==> src/assert_macros.svh <==
// Assertion macros shared by the rate limiter RTL.
`ifndef ASSERT_MACROS_SVH
`define ASSERT_MACROS_SVH

// Same-cycle implication, sampled on clk_i, off during reset.
`define ASSERT_IMP(label, ante, cons) \
  label: assert property (@(posedge clk_i) disable iff (!rst_ni) (ante) |-> (cons)) \
    else $error("assertion failed");

// Next-cycle implication, sampled on clk_i, off during reset.
`define ASSERT_NXT(label, ante, cons) \
  label: assert property (@(posedge clk_i) disable iff (!rst_ni) (ante) |=> (cons)) \
    else $error("assertion failed");

`endif

==> src/pslr_pkg.sv <==
// Types and constants shared by the per-source rate limiter.
package pslr_pkg;

  localparam int unsigned TABLE_ENTRIES_DEF = 128;
  localparam int unsigned ADDR_W            = 64;
  localparam int unsigned TIME_W            = 64;
  localparam int unsigned THR_W             = 32;
  localparam int unsigned SLOT_W            = 7;

  localparam logic [THR_W-1:0]  THR_RESET   = 32'd500000000;
  localparam logic [ADDR_W-1:0] V4_LOOPBACK = 64'h0000_0000_7F00_0001;
  localparam logic [ADDR_W-1:0] V6_LOOP_LO  = 64'h0000_0000_0000_0001;

  // One packet arrival
  typedef struct packed {
    logic              is_ipv6;
    logic [ADDR_W-1:0] source_addr_hi;
    logic [ADDR_W-1:0] source_addr_lo;
    logic [TIME_W-1:0] arrival_time_ns;
  } in_item_t;

  // One lookup result
  typedef struct packed {
    logic              limited;
    logic              found;
    logic [SLOT_W-1:0] slot;
    logic              evicted;
  } out_item_t;

  // Search token handed from cell to cell
  typedef struct packed {
    logic              valid;
    logic              hit;
    logic [TIME_W-1:0] then_time;
  } tok_t;

endpackage

==> src/pslr_cell.sv <==
// One table cell: holds a source entry and passes the search token on.
module pslr_cell #(
  parameter int unsigned IdxW    = 7,
  parameter int unsigned CntW    = 8,
  parameter int unsigned CellIdx = 0
) (
  input  logic                clk_i,
  input  logic                rst_ni,
  input  pslr_pkg::in_item_t  query_i,
  input  logic                q_loop_i,
  input  logic [CntW-1:0]     fill_i,
  input  logic                ins_en_i,
  input  logic [IdxW-1:0]     ins_idx_i,
  input  pslr_pkg::tok_t      tok_i,
  input  logic [IdxW-1:0]     slot_i,
  output pslr_pkg::tok_t      tok_o,
  output logic [IdxW-1:0]     slot_o
);
  import pslr_pkg::*;

  // stored entry
  logic              fam_q;
  logic              loop_q;
  logic [ADDR_W-1:0] hi_q;
  logic [ADDR_W-1:0] lo_q;
  logic [TIME_W-1:0] time_q;

  tok_t              tok_q, tok_d;
  logic [IdxW-1:0]   slot_q, slot_d;

  logic filled;
  logic match;
  logic take;
  logic wr;

  // match against the broadcast query; only filled slots take part
  assign filled = fill_i > CntW'(CellIdx);
  assign match  = filled && (fam_q == query_i.is_ipv6) &&
                  (((hi_q == query_i.source_addr_hi) && (lo_q == query_i.source_addr_lo)) ||
                   loop_q || q_loop_i);
  assign take   = tok_i.valid && !tok_i.hit && match;
  assign wr     = take || (ins_en_i && (ins_idx_i == IdxW'(CellIdx)));

  // entry update: on first match or on insert
  always_ff @(posedge clk_i) begin
    if (wr) begin
      fam_q  <= query_i.is_ipv6;
      loop_q <= q_loop_i;
      hi_q   <= query_i.source_addr_hi;
      lo_q   <= query_i.source_addr_lo;
      time_q <= query_i.arrival_time_ns;
    end
  end

  // token forwarding, first match claims it
  always_comb begin
    tok_d  = tok_i;
    slot_d = slot_i;
    if (take) begin
      tok_d.hit       = 1'b1;
      tok_d.then_time = time_q;
      slot_d          = IdxW'(CellIdx);
    end
  end

  always_ff @(posedge clk_i or negedge rst_ni) begin
    if (!rst_ni) begin
      tok_q  <= '0;
      slot_q <= '0;
    end else begin
      tok_q  <= tok_d;
      slot_q <= slot_d;
    end
  end

  assign tok_o  = tok_q;
  assign slot_o = slot_q;

endmodule

==> config.mk <==
export PLATFORM = sky130hd
export DESIGN_NAME = pslr_cell
export DESIGN_NICKNAME = d
export VERILOG_FILES = /design/src/assert_macros.svh /design/src/pslr_pkg.sv /design/src/pslr_cell.sv
export SDC_FILE = /design/constraint.sdc
export NUM_CORES = 1
export LEC_CHECK = 0
export BUFFER_PORTS_ARGS = -buffer_cell sky130_fd_sc_hd__buf_2
export CAP_MARGIN = 5
export CORE_ASPECT_RATIO = 0.9
export CORE_MARGIN = 5
export CORE_UTILIZATION = 55
export CTS_BUF_LIST = sky130_fd_sc_hd__clkbuf_4 sky130_fd_sc_hd__clkbuf_8
export DETAILED_ROUTE_END_ITERATION = 8
export PLACE_DENSITY_LB_ADDON = 0.15
export SLEW_MARGIN = 15
export SYNTH_ARGS = -nofsm -noshare
export SYNTH_HDL_FRONTEND = slang
export SYNTH_SLANG_ARGS = --single-unit
==> constraint.sdc <==
create_clock -name clk_i -period 14.8 [get_ports clk_i]
set_input_delay 1.48 -clock clk_i [delete_from_list [all_inputs] [get_ports clk_i]]
set_output_delay 1.48 -clock clk_i [all_outputs]
set_load 0.05 [all_outputs]
==> impl_metrics.yaml <==
sta:
  worst_slew_margin_rel_pct: 22.22
  finalWorstSetupSlack_ns: 8.737
  final.setup_skew_ns: 0.02270
  timing_hold_violations_final: 0
  tightestPinTransition_ns: 1.167
  layout_min_cycle_time_ns: 6.063
  setup_repair_after_global_routing_missed_its_margin: "false"
  setup-tns-final_ns: 0
  slew_viol_final: 0
  hold-worst-slack_ns: 0.5173
  setup_viol_count_final: 0
  highest_clock_rate_mhz: 164.9
  period_share_pct: 40.96
final_layout:
  layout_commonest_cell: "sky130_fd_sc_hd__buf_2"
  post_route_cells_drive_above_1_share_pct: 38.41
  most-common-layout-cells: "sky130_fd_sc_hd__buf_2 (356), sky130_fd_sc_hd__edfxtp_1 (194), sky130_fd_sc_hd__xnor2_1 (129)"
  finalNetCount: 1475
  syn_to_final_growth_pct: 23.44
min_path:
  min-delay-path-class: "flop to flop"
run_status:
  run_status: "complete, no violations"
yosys:
  syn_nets: 1128
  synth_cells: 843
  synth_cell_type_count: 27
  synth.yosys.warnings: 0
  synth.cell_area_mm2: 0.01167
  ys_seq_elements: 267
  synthesis.area_per_instance_um2: 13.85
  synth-seq-area-share_pct: 65.55
pwr:
  total_design_power_w: 0.001716
  power_leakage_nw: 5.718
  pd_cells_mw_per_mm2: 119.1
  worst_vdd_ir_uv: 87.21
floorplan:
  io_pins: 358
  placeable_core_area_mm2: 0.02083
  floorplan.die.width_um: 163.6
  floorplan.initialDensity_pct: 56.04
  die_h_um: 148.2
  placement_rows: 50
  floorplan.die_area_mm2: 0.02424
clocking:
  tritoncts: "built"
  path_clk_slew_ns: 0.06
  cts.repair.resized: 0
  clock_insertion_delay_worst_skew_ns: 0.53
  clkSinkCount: 267
  cts_root_buffer: "sky130_fd_sc_hd__clkbuf_8"
  cts_buffer_depth: 3
  cts_hold_buf: 0
  cts_setup_buffers: 0
  cts_buffers: 43
  htree_levels: 2
place:
  gp_routability_congestion: 0.8477
  dpl.hpwl_um: 21000
  dp_worst_setup_slack_ns: 8.209
  port_buffers: 357
setup_path:
  worst_setup_path_startpoint: "query_i[111]"
  slowest_stage: "sky130_fd_sc_hd__a22o_4"
  worst_setup_path_class: "input port to flop"
  critPathCapture: "hi_q[63]$_DFFE_PP_"
  cells_traversed_along_the_worst_timing_path: "buf_2 > xnor2_1 > nand4_1 > nor4_1 > nand4_1 > buf_4 > o21ai_1 > a22o_4 > buf_4 > buf_4"
  critPathMostFrequentCell: "sky130_fd_sc_hd__buf_4"
  worst_stage_delay_on_the_critical_path_ns: 0.94
  critical_path_peak_fanout: 84
  timing.reg2reg.worst_path_depth: 9
  cp_data_required_time_ns: 14.96
  critPathLaunchType: "input port"
  critPathArrivalTime_ns: 6.22
  worstReg2RegEnd: "hi_q[63]$_DFFE_PP_"
  end_kind: "flop"
  worstReg2RegStart: "lo_q[47]$_DFFE_PP_"
  r2r_setup_slack_ns: 9.42
global_route:
  grtUsageTotal_pct: 24.79
  grt_antenna_before_repair: 20
  grt_max_degree: 132
  grt_overflow: 0
  grt_pass1_wl_um: 46800
  first_global_vias: 8544
drt:
  number_of_drc_violations_after_detailed_routing: 0
  postRouteAntennaNets: 0
  drt_first_iter_violations: 631
  drt_pass1_iterations: 6
  routed_wirelength_um: 31300
  via_count: 8616
  routedWlPerCell_um: 20.62
  via_per_inst: 5.676
run:
  cap_violations: 0
## cells by family after synthesis
kind of cell,count (synthesis),synth area share (%)
AO/OA/AOI/OAI,138,8.403
XOR/XNOR,129,9.678
flip-flops,267,65.55
buffers and inverters,64,3.794
AND/OR/NAND/NOR,245,12.57
## final cells by class
cell class,count,area [um^2]
timing repair buffer,366,1857
fill,1592,6422
tap,286,357.8
clock inverter,4,17.52
antenna,11,27.53
sequential,267,7652
clock buffer,72,897.1
multi-input combinational,512,3601
## Yosys cell counts (all sizes together)
master | instances | area, um^2
and4b | 1 | 10.01
and4 | 2 | 17.52
clkbuf | 29 | 108.9
nand4 | 98 | 613.1
or2 | 1 | 6.260
nand2 | 1 | 3.750
buf | 35 | 334.1
nor4 | 11 | 75.07
xnor2 | 129 | 1130
a21o | 1 | 8.760
dfrtp | 73 | 1827
a22o | 1 | 8.760
nor2 | 1 | 3.750
edfxtp | 194 | 5826
nand3 | 64 | 320.3
nor4b | 1 | 8.760
o21ai | 1 | 5.000
nand4b | 1 | 8.760
a21oi | 64 | 320.3
o211ai | 64 | 585.6
a21boi | 7 | 52.55
and3 | 64 | 400.4
## critical path: cells and delay by family
kind                      cells  cell delay, ns
buffers and inverters         4            1.92
AOI/OAI and AO/OA             2            1.51
and+or+nand+nor               3            0.98
xor gates and xnor gates      1            0.16
## routing by layer
metal / global-route usage (%) / up-vias / wire, um
li1: - / 3972 / -
met1: 30.68 / 4079 / 11840
met2: 40.64 / 457 / 15100
met3: 7.980 / 90 / 3179
met4: 10.06 / 18 / 1096
met5: 0 / - / 79
## stage by stage
stage          util [%]  area, um^2  std cells
6_report          69.17       14410       1518
5_1_grt           69.17       14410       1518
3_5_place_dp      64.65       13470       1431
2_1_floorplan         -       11670        843
3_3_place_gp      64.65       13470       1431
4_1_cts           69.04       14380       1507
## worst min-delay path by stage
stage                                endpoint            startpoint  depth (start not counted)
after CTS                  tok_o[9]$_DFF_PN0_   time_q[9]$_DFFE_PP_                          2
after global placement     tok_o[6]$_DFF_PN0_   time_q[6]$_DFFE_PP_                          2
after global routing      tok_o[23]$_DFF_PN0_  time_q[23]$_DFFE_PP_                          2
after detailed placement   tok_o[9]$_DFF_PN0_   time_q[9]$_DFFE_PP_                          2
after floorplan            tok_o[0]$_DFF_PN0_   time_q[0]$_DFFE_PP_                          2
final                     tok_o[46]$_DFF_PN0_  time_q[46]$_DFFE_PP_                          2
## state kept, by name, summed over array words and instances, names as in the netlist
signal,flops
tok_o,66
hi_q,64
lo_q,64
time_q,64
slot_o,7
fam_q,1
loop_q,1
## where the power goes
part	internal (W)	switching, W
registers	0.000840	0.0000104
logic	0.0000708	0.000136
clock network	0.000380	0.000278
Note: power is estimated with default switching activity, not from simulation.
